`src/rtl/mcof_pkg.sv`:
```
package mcof_pkg;

   localparam int NUM_FIFOS_DEF  = 4;
   localparam int FIFO_DEPTH_DEF = 16;
   localparam int DATA_W         = 32;
   localparam int INDEX_W        = 4;

   localparam logic [1:0] REQ_CLEAR = 2'd0;
   localparam logic [1:0] REQ_POP   = 2'd1;
   localparam logic [1:0] REQ_PUSH  = 2'd2;

   localparam logic [1:0] ST_OK        = 2'd0;
   localparam logic [1:0] ST_BAD_INDEX = 2'd1;
   localparam logic [1:0] ST_OVERFLOW  = 2'd2;
   localparam logic [1:0] ST_EMPTY     = 2'd3;

   typedef struct packed {
      logic [1:0]         req_type;
      logic [INDEX_W-1:0] chan_id;
      logic [DATA_W-1:0]  write_data;
   } req_word_type;

   typedef struct packed {
      logic [DATA_W-1:0] read_data;
      logic [1:0]        status;
      logic [DATA_W-1:0] lost_total;
   } rsp_word_type;

endpackage

```
`src/rtl/multi_channel_overwrite_fifo_top.sv`:
```
// Bank of NUM_FIFOS ring FIFOs of 32-bit words, FIFO_DEPTH entries each,
// sharing one synchronous word memory.
// Request channel (req_valid/req_ready/req_word): each word names a FIFO and
// asks to clear it, pop its oldest word or push write_data. A push into a
// full FIFO overwrites the oldest word and bumps that FIFO's lost counter.
// Response channel (rsp_valid/rsp_ready/rsp_word): one word per request, in
// request order: popped data, status and the FIFO's lost count.
// Responses pass the read stage and then the output register, so rsp_valid
// rises only after both have been loaded for the accepted request.
// Throughput: one request per cycle unless the receiver stalls; pointers and
// counters live in flops, so the only memory access per request is one read
// (pop) or one write (push), and the read data is registered.
// When the receiver stalls, one request waits in the read stage and one in
// the output register; req_ready drops once both are occupied.
// Reset: all FIFOs empty, lost counters zero, no response pending. Memory
// contents are not cleared and are only read after being written.
module multi_channel_overwrite_fifo_top
   import mcof_pkg::*;
#(
   parameter int NUM_FIFOS  = NUM_FIFOS_DEF,
   parameter int FIFO_DEPTH = FIFO_DEPTH_DEF
) (
   input  logic         clock,
   input  logic         reset,
   input  logic         req_valid,
   output logic         req_ready,
   input  req_word_type req_word,
   output logic         rsp_valid,
   input  logic         rsp_ready,
   output rsp_word_type rsp_word
);

   localparam int F_W    = (NUM_FIFOS > 1) ? $clog2(NUM_FIFOS) : 1;
   localparam int PTR_W  = $clog2(FIFO_DEPTH);
   localparam int CNT_W  = $clog2(FIFO_DEPTH + 1);
   localparam int TOTAL  = NUM_FIFOS * FIFO_DEPTH;
   localparam int ADDR_W = $clog2(TOTAL);

   logic [DATA_W-1:0] mem [TOTAL];
   logic [DATA_W-1:0] rdata_ff;

   logic [PTR_W-1:0]  head_ff [NUM_FIFOS];
   logic [PTR_W-1:0]  tail_ff [NUM_FIFOS];
   logic [CNT_W-1:0]  fill_ff [NUM_FIFOS];
   logic [DATA_W-1:0] lost_ff [NUM_FIFOS];

   // read stage
   logic              s1_valid_ff;
   logic              s1_pop_ff;
   logic [1:0]        s1_status_ff;
   logic [DATA_W-1:0] s1_lost_ff;

   logic              rsp_valid_ff;
   rsp_word_type      rsp_word_ff;

   logic              out_free;
   logic              s1_move;
   logic              accept;
   logic              bad;
   logic [F_W-1:0]    fsel;
   logic [PTR_W-1:0]  head_cur;
   logic [PTR_W-1:0]  tail_cur;
   logic [CNT_W-1:0]  fill_cur;
   logic [DATA_W-1:0] lost_cur;
   logic [PTR_W-1:0]  head_in;
   logic [PTR_W-1:0]  tail_in;
   logic [CNT_W-1:0]  fill_in;
   logic [DATA_W-1:0] lost_in;
   logic [1:0]        status_in;
   logic              pop_ok;
   logic              push_en;
   logic [ADDR_W-1:0] base_addr;
   logic [ADDR_W-1:0] rd_addr;
   logic [ADDR_W-1:0] wr_addr;

   function automatic logic [PTR_W-1:0] ring_next(input logic [PTR_W-1:0] p);
      ring_next = (p == PTR_W'(FIFO_DEPTH - 1)) ? '0 : p + PTR_W'(1);
   endfunction

   assign out_free  = !rsp_valid_ff || rsp_ready;
   assign s1_move   = s1_valid_ff && out_free;
   assign req_ready = !s1_valid_ff || out_free;
   assign accept    = req_valid && req_ready;

   assign bad      = {1'b0, req_word.chan_id} >= (INDEX_W + 1)'(NUM_FIFOS);
   assign fsel     = F_W'(req_word.chan_id);
   assign head_cur = head_ff[fsel];
   assign tail_cur = tail_ff[fsel];
   assign fill_cur = fill_ff[fsel];
   assign lost_cur = lost_ff[fsel];

   assign base_addr = ADDR_W'(FIFO_DEPTH) * ADDR_W'(fsel);
   assign rd_addr   = base_addr + ADDR_W'(head_cur);
   assign wr_addr   = base_addr + ADDR_W'(tail_cur);

   always_comb begin
      head_in   = head_cur;
      tail_in   = tail_cur;
      fill_in   = fill_cur;
      lost_in   = lost_cur;
      status_in = ST_OK;
      pop_ok    = 1'b0;
      push_en   = 1'b0;
      if (bad) begin
         status_in = ST_BAD_INDEX;
      end else begin
         unique case (req_word.req_type)
            REQ_CLEAR: begin
               head_in = '0;
               tail_in = '0;
               fill_in = '0;
               lost_in = '0;
            end
            REQ_POP: begin
               if (fill_cur == '0) begin
                  status_in = ST_EMPTY;
               end else begin
                  pop_ok  = 1'b1;
                  head_in = ring_next(head_cur);
                  fill_in = fill_cur - CNT_W'(1);
               end
            end
            REQ_PUSH: begin
               push_en = 1'b1;
               tail_in = ring_next(tail_cur);
               if (fill_cur >= CNT_W'(FIFO_DEPTH)) begin
                  head_in   = ring_next(head_cur);
                  lost_in   = lost_cur + DATA_W'(1);
                  status_in = ST_OVERFLOW;
               end else begin
                  fill_in = fill_cur + CNT_W'(1);
               end
            end
            default: begin
            end
         endcase
      end
   end

   always_ff @(posedge clock) begin
      if (accept && !bad && push_en) begin
         mem[wr_addr] <= req_word.write_data;
      end
      if (accept && !bad && pop_ok) begin
         rdata_ff <= mem[rd_addr];
      end
   end

   always_ff @(posedge clock) begin
      if (reset) begin
         for (int i = 0; i < NUM_FIFOS; i++) begin
            head_ff[i] <= '0;
            tail_ff[i] <= '0;
            fill_ff[i] <= '0;
            lost_ff[i] <= '0;
         end
      end else if (accept && !bad) begin
         head_ff[fsel] <= head_in;
         tail_ff[fsel] <= tail_in;
         fill_ff[fsel] <= fill_in;
         lost_ff[fsel] <= lost_in;
      end
   end

   always_ff @(posedge clock) begin
      if (reset) begin
         s1_valid_ff <= 1'b0;
      end else if (accept) begin
         s1_valid_ff <= 1'b1;
      end else if (s1_move) begin
         s1_valid_ff <= 1'b0;
      end
   end

   always_ff @(posedge clock) begin
      if (accept) begin
         s1_pop_ff    <= pop_ok;
         s1_status_ff <= status_in;
         s1_lost_ff   <= bad ? '0 : lost_in;
      end
   end

   always_ff @(posedge clock) begin
      if (reset) begin
         rsp_valid_ff <= 1'b0;
      end else if (s1_move) begin
         rsp_valid_ff <= 1'b1;
      end else if (rsp_ready) begin
         rsp_valid_ff <= 1'b0;
      end
   end

   always_ff @(posedge clock) begin
      if (s1_move) begin
         rsp_word_ff.read_data  <= s1_pop_ff ? rdata_ff : '0;
         rsp_word_ff.status     <= s1_status_ff;
         rsp_word_ff.lost_total <= s1_lost_ff;
      end
   end

   assign rsp_valid = rsp_valid_ff;
   assign rsp_word  = rsp_word_ff;

endmodule

```
`config.mk`:
```
export PLATFORM = sky130hd
export DESIGN_NAME = multi_channel_overwrite_fifo_top
export DESIGN_NICKNAME = d
export VERILOG_FILES = /design/src/rtl/mcof_pkg.sv /design/src/rtl/multi_channel_overwrite_fifo_top.sv
export SDC_FILE = /design/constraint.sdc
export NUM_CORES = 2
export LEC_CHECK = 0
export BUFFER_PORTS_ARGS = -buffer_cell sky130_fd_sc_hd__buf_2
export CAP_MARGIN = 25
export CORE_UTILIZATION = 45
export DETAILED_ROUTE_END_ITERATION = 12
export MAX_ROUTING_LAYER = met4
export PLACE_DENSITY = 0.73
export SETUP_SLACK_MARGIN = 0.2
export SYNTH_ARGS = -nofsm -noshare
export SYNTH_HDL_FRONTEND = slang
export SYNTH_SLANG_ARGS = --single-unit
```
`constraint.sdc`:
```
create_clock -name clock -period 4.4 [get_ports clock]
set_input_delay 0.44 -clock clock [delete_from_list [all_inputs] [get_ports clock]]
set_output_delay 0.44 -clock clock [all_outputs]
set_load 0.01 [all_outputs]
```
== Word level (Yosys, flattened, before mapping) ==
Memory sizes are Yosys's and may differ from the RTL's. A register that Yosys moved wholly into a read port is not among the register bits.
Index checks and enable logic that the tools add are counted.
Word-level totals
  input bits: 42
  memory bits (writable): 2228
  memories kept: 5
  flip-flop bits (word level): 103
Memories
  mem: words 64, width 32, read ports 1, clocked after Yosys merged registers in 1, wr ports 1, RTL line multi_channel_overwrite_fifo_top.sv:39  | logic [DATA_W-1:0] mem [TOTAL];
  lost_ff: words 4, width 32, read ports 1, clocked after Yosys merged registers in 0, wr ports 4, RTL line multi_channel_overwrite_fifo_top.sv:45  | logic [DATA_W-1:0] lost_ff [NUM_FIFOS];
  fill_ff: words 4, width 5, read ports 1, clocked after Yosys merged registers in 0, wr ports 4, RTL line multi_channel_overwrite_fifo_top.sv:44  | logic [CNT_W-1:0] fill_ff [NUM_FIFOS];
  head_ff: words 4, width 4, read ports 1, clocked after Yosys merged registers in 0, wr ports 4, RTL line multi_channel_overwrite_fifo_top.sv:42  | logic [PTR_W-1:0] head_ff [NUM_FIFOS];
  tail_ff: words 4, width 4, read ports 1, clocked after Yosys merged registers in 0, wr ports 4, RTL line multi_channel_overwrite_fifo_top.sv:43  | logic [PTR_W-1:0] tail_ff [NUM_FIFOS];
Operators by class
  $add $sub $neg: 7
  reduce and logical (&&, ||, !) cells: 18
  equality and inequality tests: 4
  multiplexer cells: 46
  magnitude comparators: 2
Operators by type and width (count)
  32-bit 2-to-1 mux: 3
  32-bit one-hot mux with 2 select lines: 1
  32-bit by 1-bit adder with 32-bit output, second input constant: 1
  4-bit 2-to-1 mux: 8
  32-bit OR reduction: 1
  1-bit 2-to-1 mux: 20
  5-bit 2-to-1 mux: 4
  5-bit one-hot mux with 3 select lines: 1
  6-bit by 4-bit adder with 6-bit output: 2
  2-bit 2-to-1 mux: 6
  4-bit one-hot mux with 3 select lines: 1
  4-bit by 1-bit adder with 4-bit output, second input constant: 2
  4-bit == test, second input constant: 2
  4-bit one-hot mux with 2 select lines: 1
  4-bit OR reduction: 2
  5-bit by 1-bit adder with 5-bit output, second input constant: 1
  5-bit >= comparator, second input constant: 1
  1-bit logical AND: 5
  5-bit zero test: 1
  5-bit OR reduction: 1
  5-bit by 1-bit subtractor with 5-bit output, second input constant: 1
  4-bit by 3-bit >= comparator with 1-bit output, second input constant: 1
  2-bit one-hot mux with 2 select lines: 1
  2-bit nonzero test: 2
  5 further kinds: 8

== Logic depth before layout (Yosys ltp) ==
  depth after elaboration: 10
  mapped depth: 16
  gate-level depth less buffers: 10

== Worst setup path before layout ==
OpenSTA, ideal clock, no wires.
  path type: input to register
  from: in rsp_ready
  to: mem fill_ff[3][0] in the netlist's numbering (enable)
  setup time: 0.457 ns
  arrival time: 3.805 ns
  buffers on the path: 0
  stages on the path: 6
  required time: 3.943 ns
  path slack: 0.138 ns
  cells stage by stage: nor2b_1 nand2_1 nand2_1 inv_1 nand2_1 o21bai_1
RTL lines
  from (decl): RTL line multi_channel_overwrite_fifo_top.sv:29  | input logic rsp_ready,
  to (decl): RTL line multi_channel_overwrite_fifo_top.sv:44

== Worst setup path after layout ==
  from: mem head_ff[0][2] in the netlist's numbering
  to: reg rdata_ff[29], read port of mem, data pin
Between the ends
  word-level cells in the longest chain between the ends: 2
Ends and longest elaborated chain
  from (decl): RTL line multi_channel_overwrite_fifo_top.sv:42
  memory read 4 x 4 bit
  6-bit by 4-bit adder with 6-bit output: RTL line multi_channel_overwrite_fifo_top.sv:93  | assign rd_addr = base_addr + ADDR_W'(head_cur);
  to (decl): RTL line multi_channel_overwrite_fifo_top.sv:40  | logic [DATA_W-1:0] rdata_ff;
Every way passes these cells.
A chain may end at the register's enable or synchronous reset.

==> out/qor.txt <==
Vias in the first global route: 51,200
Slew at the pin closest to its max-slew limit: 1110 ps
Num CTS Buffers: 218
Pwr/cell area: 449 mW/mm^2
Critical path class: reg -> reg
Final wirelength: 243,000 um
# rows: 165
Fmax: 0.246 GHz
Routability Congestion: 0.878
Core Area: 0.203 mm^2
Post-synth EDFFs: 2,361
Critical Path End Type: flop
Die Y: 455 um
Drt first-iter violations: 8,271
CTS Buffer Depth: 3
Final hold vios: 0
Post-DRT Antenna Nets: 0
Fin crit period: 4060 ps
Drt first pass iters: 6
Syn_area_per_cell: 16.9 um^2
Sequential area share after synthesis: 76.8%
Post-CTS setup buffers: 0
Via count: 52,900
I/O Buffers: 109
Nets: 5,832
Ys Warns: 0
Cts repair resizes: 0
Gr usage total: 24.0%
Overflow after GRT: 0
Crit path setup slack, layout: 336 ps
DP Wirelength: 138,000 um
Clock Root Buffer: clkbuf_16
Pre-CTS WS: 193 ps
Initial antenna violation count: 17
Synth Flop Type: edfxtp_1
Status: finished clean
Clock slew at reported path FFs: 60 ps
Asr flop ratio synth: 0%
TritonCTS clock tree: yes
Area grow syn2layout: 14.7%
CTS H-tree depth: 4
Die W: 455 um
Vias per Instance: 6.12
Worst VDD drop: 0.435 mV
Worst Path Max Fanout: 12
Final period utilization: 92.4%
Required @ worst endpoint: 5030 ps
Unrepaired setup endpoints after global routing: false
CTS Sinks: 2,363
Placed Instances: 8,222
Mapped Nets: 5,526
Slew HR: 24.1%
Crit path launch type: flop
HP Class: in -> reg
Post-Synthesis Cell Area: 0.0923 mm^2
Hold Path Depth: 1
Total power: 47.6 mW
Total die area: 0.207 mm^2
Share of layout cells above drive strength 1: 18.6%
Skew-Pair Late Insertion Delay: 890 ps
Starting Density: 45.5%
Post-synth cell types: 70
Hold slack: 84.4 ps
Leak: 34.4 nW
Mapped Cells: 5,475
#FFs+latches synth: 2,363
Post-DR wirelength/cell: 28.1 um
R2R depth: 8
Clock Skews: 101 ps
Final Non-Filler Cells: 8,646
First-pass GRT wire length: 350,000 um
Largest net degree at the start of global routing: 131
CP Data Arrival Time: 4690 ps
Finish-stage setup viols: 0
Slew Limit Fails: 0
Max cap viols: 0
DR DRC count: 0
I/O Pins: 110
Setup TNS: 0 ps
[per-layer routing]
metal / wire length [um] / GRT usage, %
met5: 0 / -
met4: 7960 / 7.94
met3: 30400 / 5.18
met2: 113000 / 35.9
met1: 91800 / 32.6
[power breakdown]
part | internal, mW | switching [mW] | total (mW) | leakage [nW]
Combinational | 1.15 | 2.32 | 3.47 | 9.29
Sequential | 24.9 | 0.0438 | 25.0 | 21.6
Clock | 10.8 | 8.39 | 19.2 | 3.55
Total | 36.9 | 10.8 | 47.6 | 34.4
[logic make-up after synthesis]
family | count (synthesis) | share of synthesized area, %
buffers and inverters | 363 | 1.74
xor gates and xnor gates | 3 | 0.0285
adders and majority gates | 9 | 0.122
AOI/OAI and AO/OA | 680 | 5.12
muxes | 442 | 8.37
DFF | 2363 | 76.8
and+or+nand+nor | 1615 | 7.80
[sequential cells by signal, summed over array words and instances (netlist names)]
name and flops:
s1_lost_ff 32, s1_pop_ff 1, tail_ff 16, s1_valid_ff 1, s1_status_ff 2, fill_ff 20
head_ff 16, rsp_word 66, rdata_ff 32, lost_ff 128, rsp_valid 1, mem 2048
[layout make-up]
class	instances	area (um^2)
fill	15500	97000
sequential	2363	70900
multi-input combinational	2749	20400
clock buffer	253	5590
timing repair buffer	430	3800
tap	2672	3340
clock inverter	148	1720
inverter	19	86.3
antenna	12	30.0
[final timing paths]
check                  from  slack, ps           end
max           head_ff[0][2]        340  rdata_ff[29]
min             req_word[3]         80    mem[63][3]
max reg2reg   head_ff[0][2]        340  rdata_ff[29]
min reg2reg  s1_lost_ff[10]        420  rsp_word[10]
[what timing repair did]
item                                    in CTS  in global routing
hold endpoints to repair                    35                  7
hold buffers                                 7                  1
endpoints found under the setup margin       0                  0
[placed cells by master (no fill, tap or decap), types with 37 or more instances in the layout]
cell type,netlist,routed
a211oi_1,105,105
a21oi_1,181,181
a22oi_1,70,70
a311oi_1,40,40
a31oi_1,72,72
and2_1,38,37
and3_1,40,40
buf_12,0,64
buf_2,98,112
buf_4,12,236
clkbuf_16,0,218
clkinv_1,0,58
clkinv_2,0,41
edfxtp_1,2361,2361
mux2i_1,165,165
mux4_2,262,261
nand2_1,707,705
nand3_1,215,215
nor2_1,332,259
nor2_4,0,66
nor2b_1,85,83
nor3_1,73,73
or3_1,42,42
[worst max-delay path: stages, from the launching register on]
cell,delay [ps]
edfxtp_1,410
mux4_4,730
nor2b_4,430
buf_4,270
a22oi_1,130
and3_1,190
a211oi_1,800
nand4_1,410
or3_1,460
[metrics by stage]
step	area [um^2]	util, %
final	106000	52.2
after global routing	106000	52.2
after CTS	106000	52.1
after detailed placement	98400	48.5
after global placement	98300	48.4
after floorplan	92400	-
[synth_stat cells (all sizes together), types with 38 or more instances]
cell | count | area, um^2
and3 | 40 | 250
buf | 146 | 795
mux2i | 166 | 1670
nand2 | 708 | 2660
clkbuf | 198 | 743
edfxtp | 2361 | 70900
a21oi | 181 | 906
nor3 | 74 | 375
nor2 | 332 | 1250
a31oi | 72 | 450
or3 | 42 | 263
nand3 | 215 | 1080
mux4 | 262 | 5900
a22oi | 70 | 526
and2 | 38 | 238
a311oi | 40 | 350
a211oi | 105 | 788
nor2b | 85 | 532
Note: power is estimated with default switching activity, not from simulation.
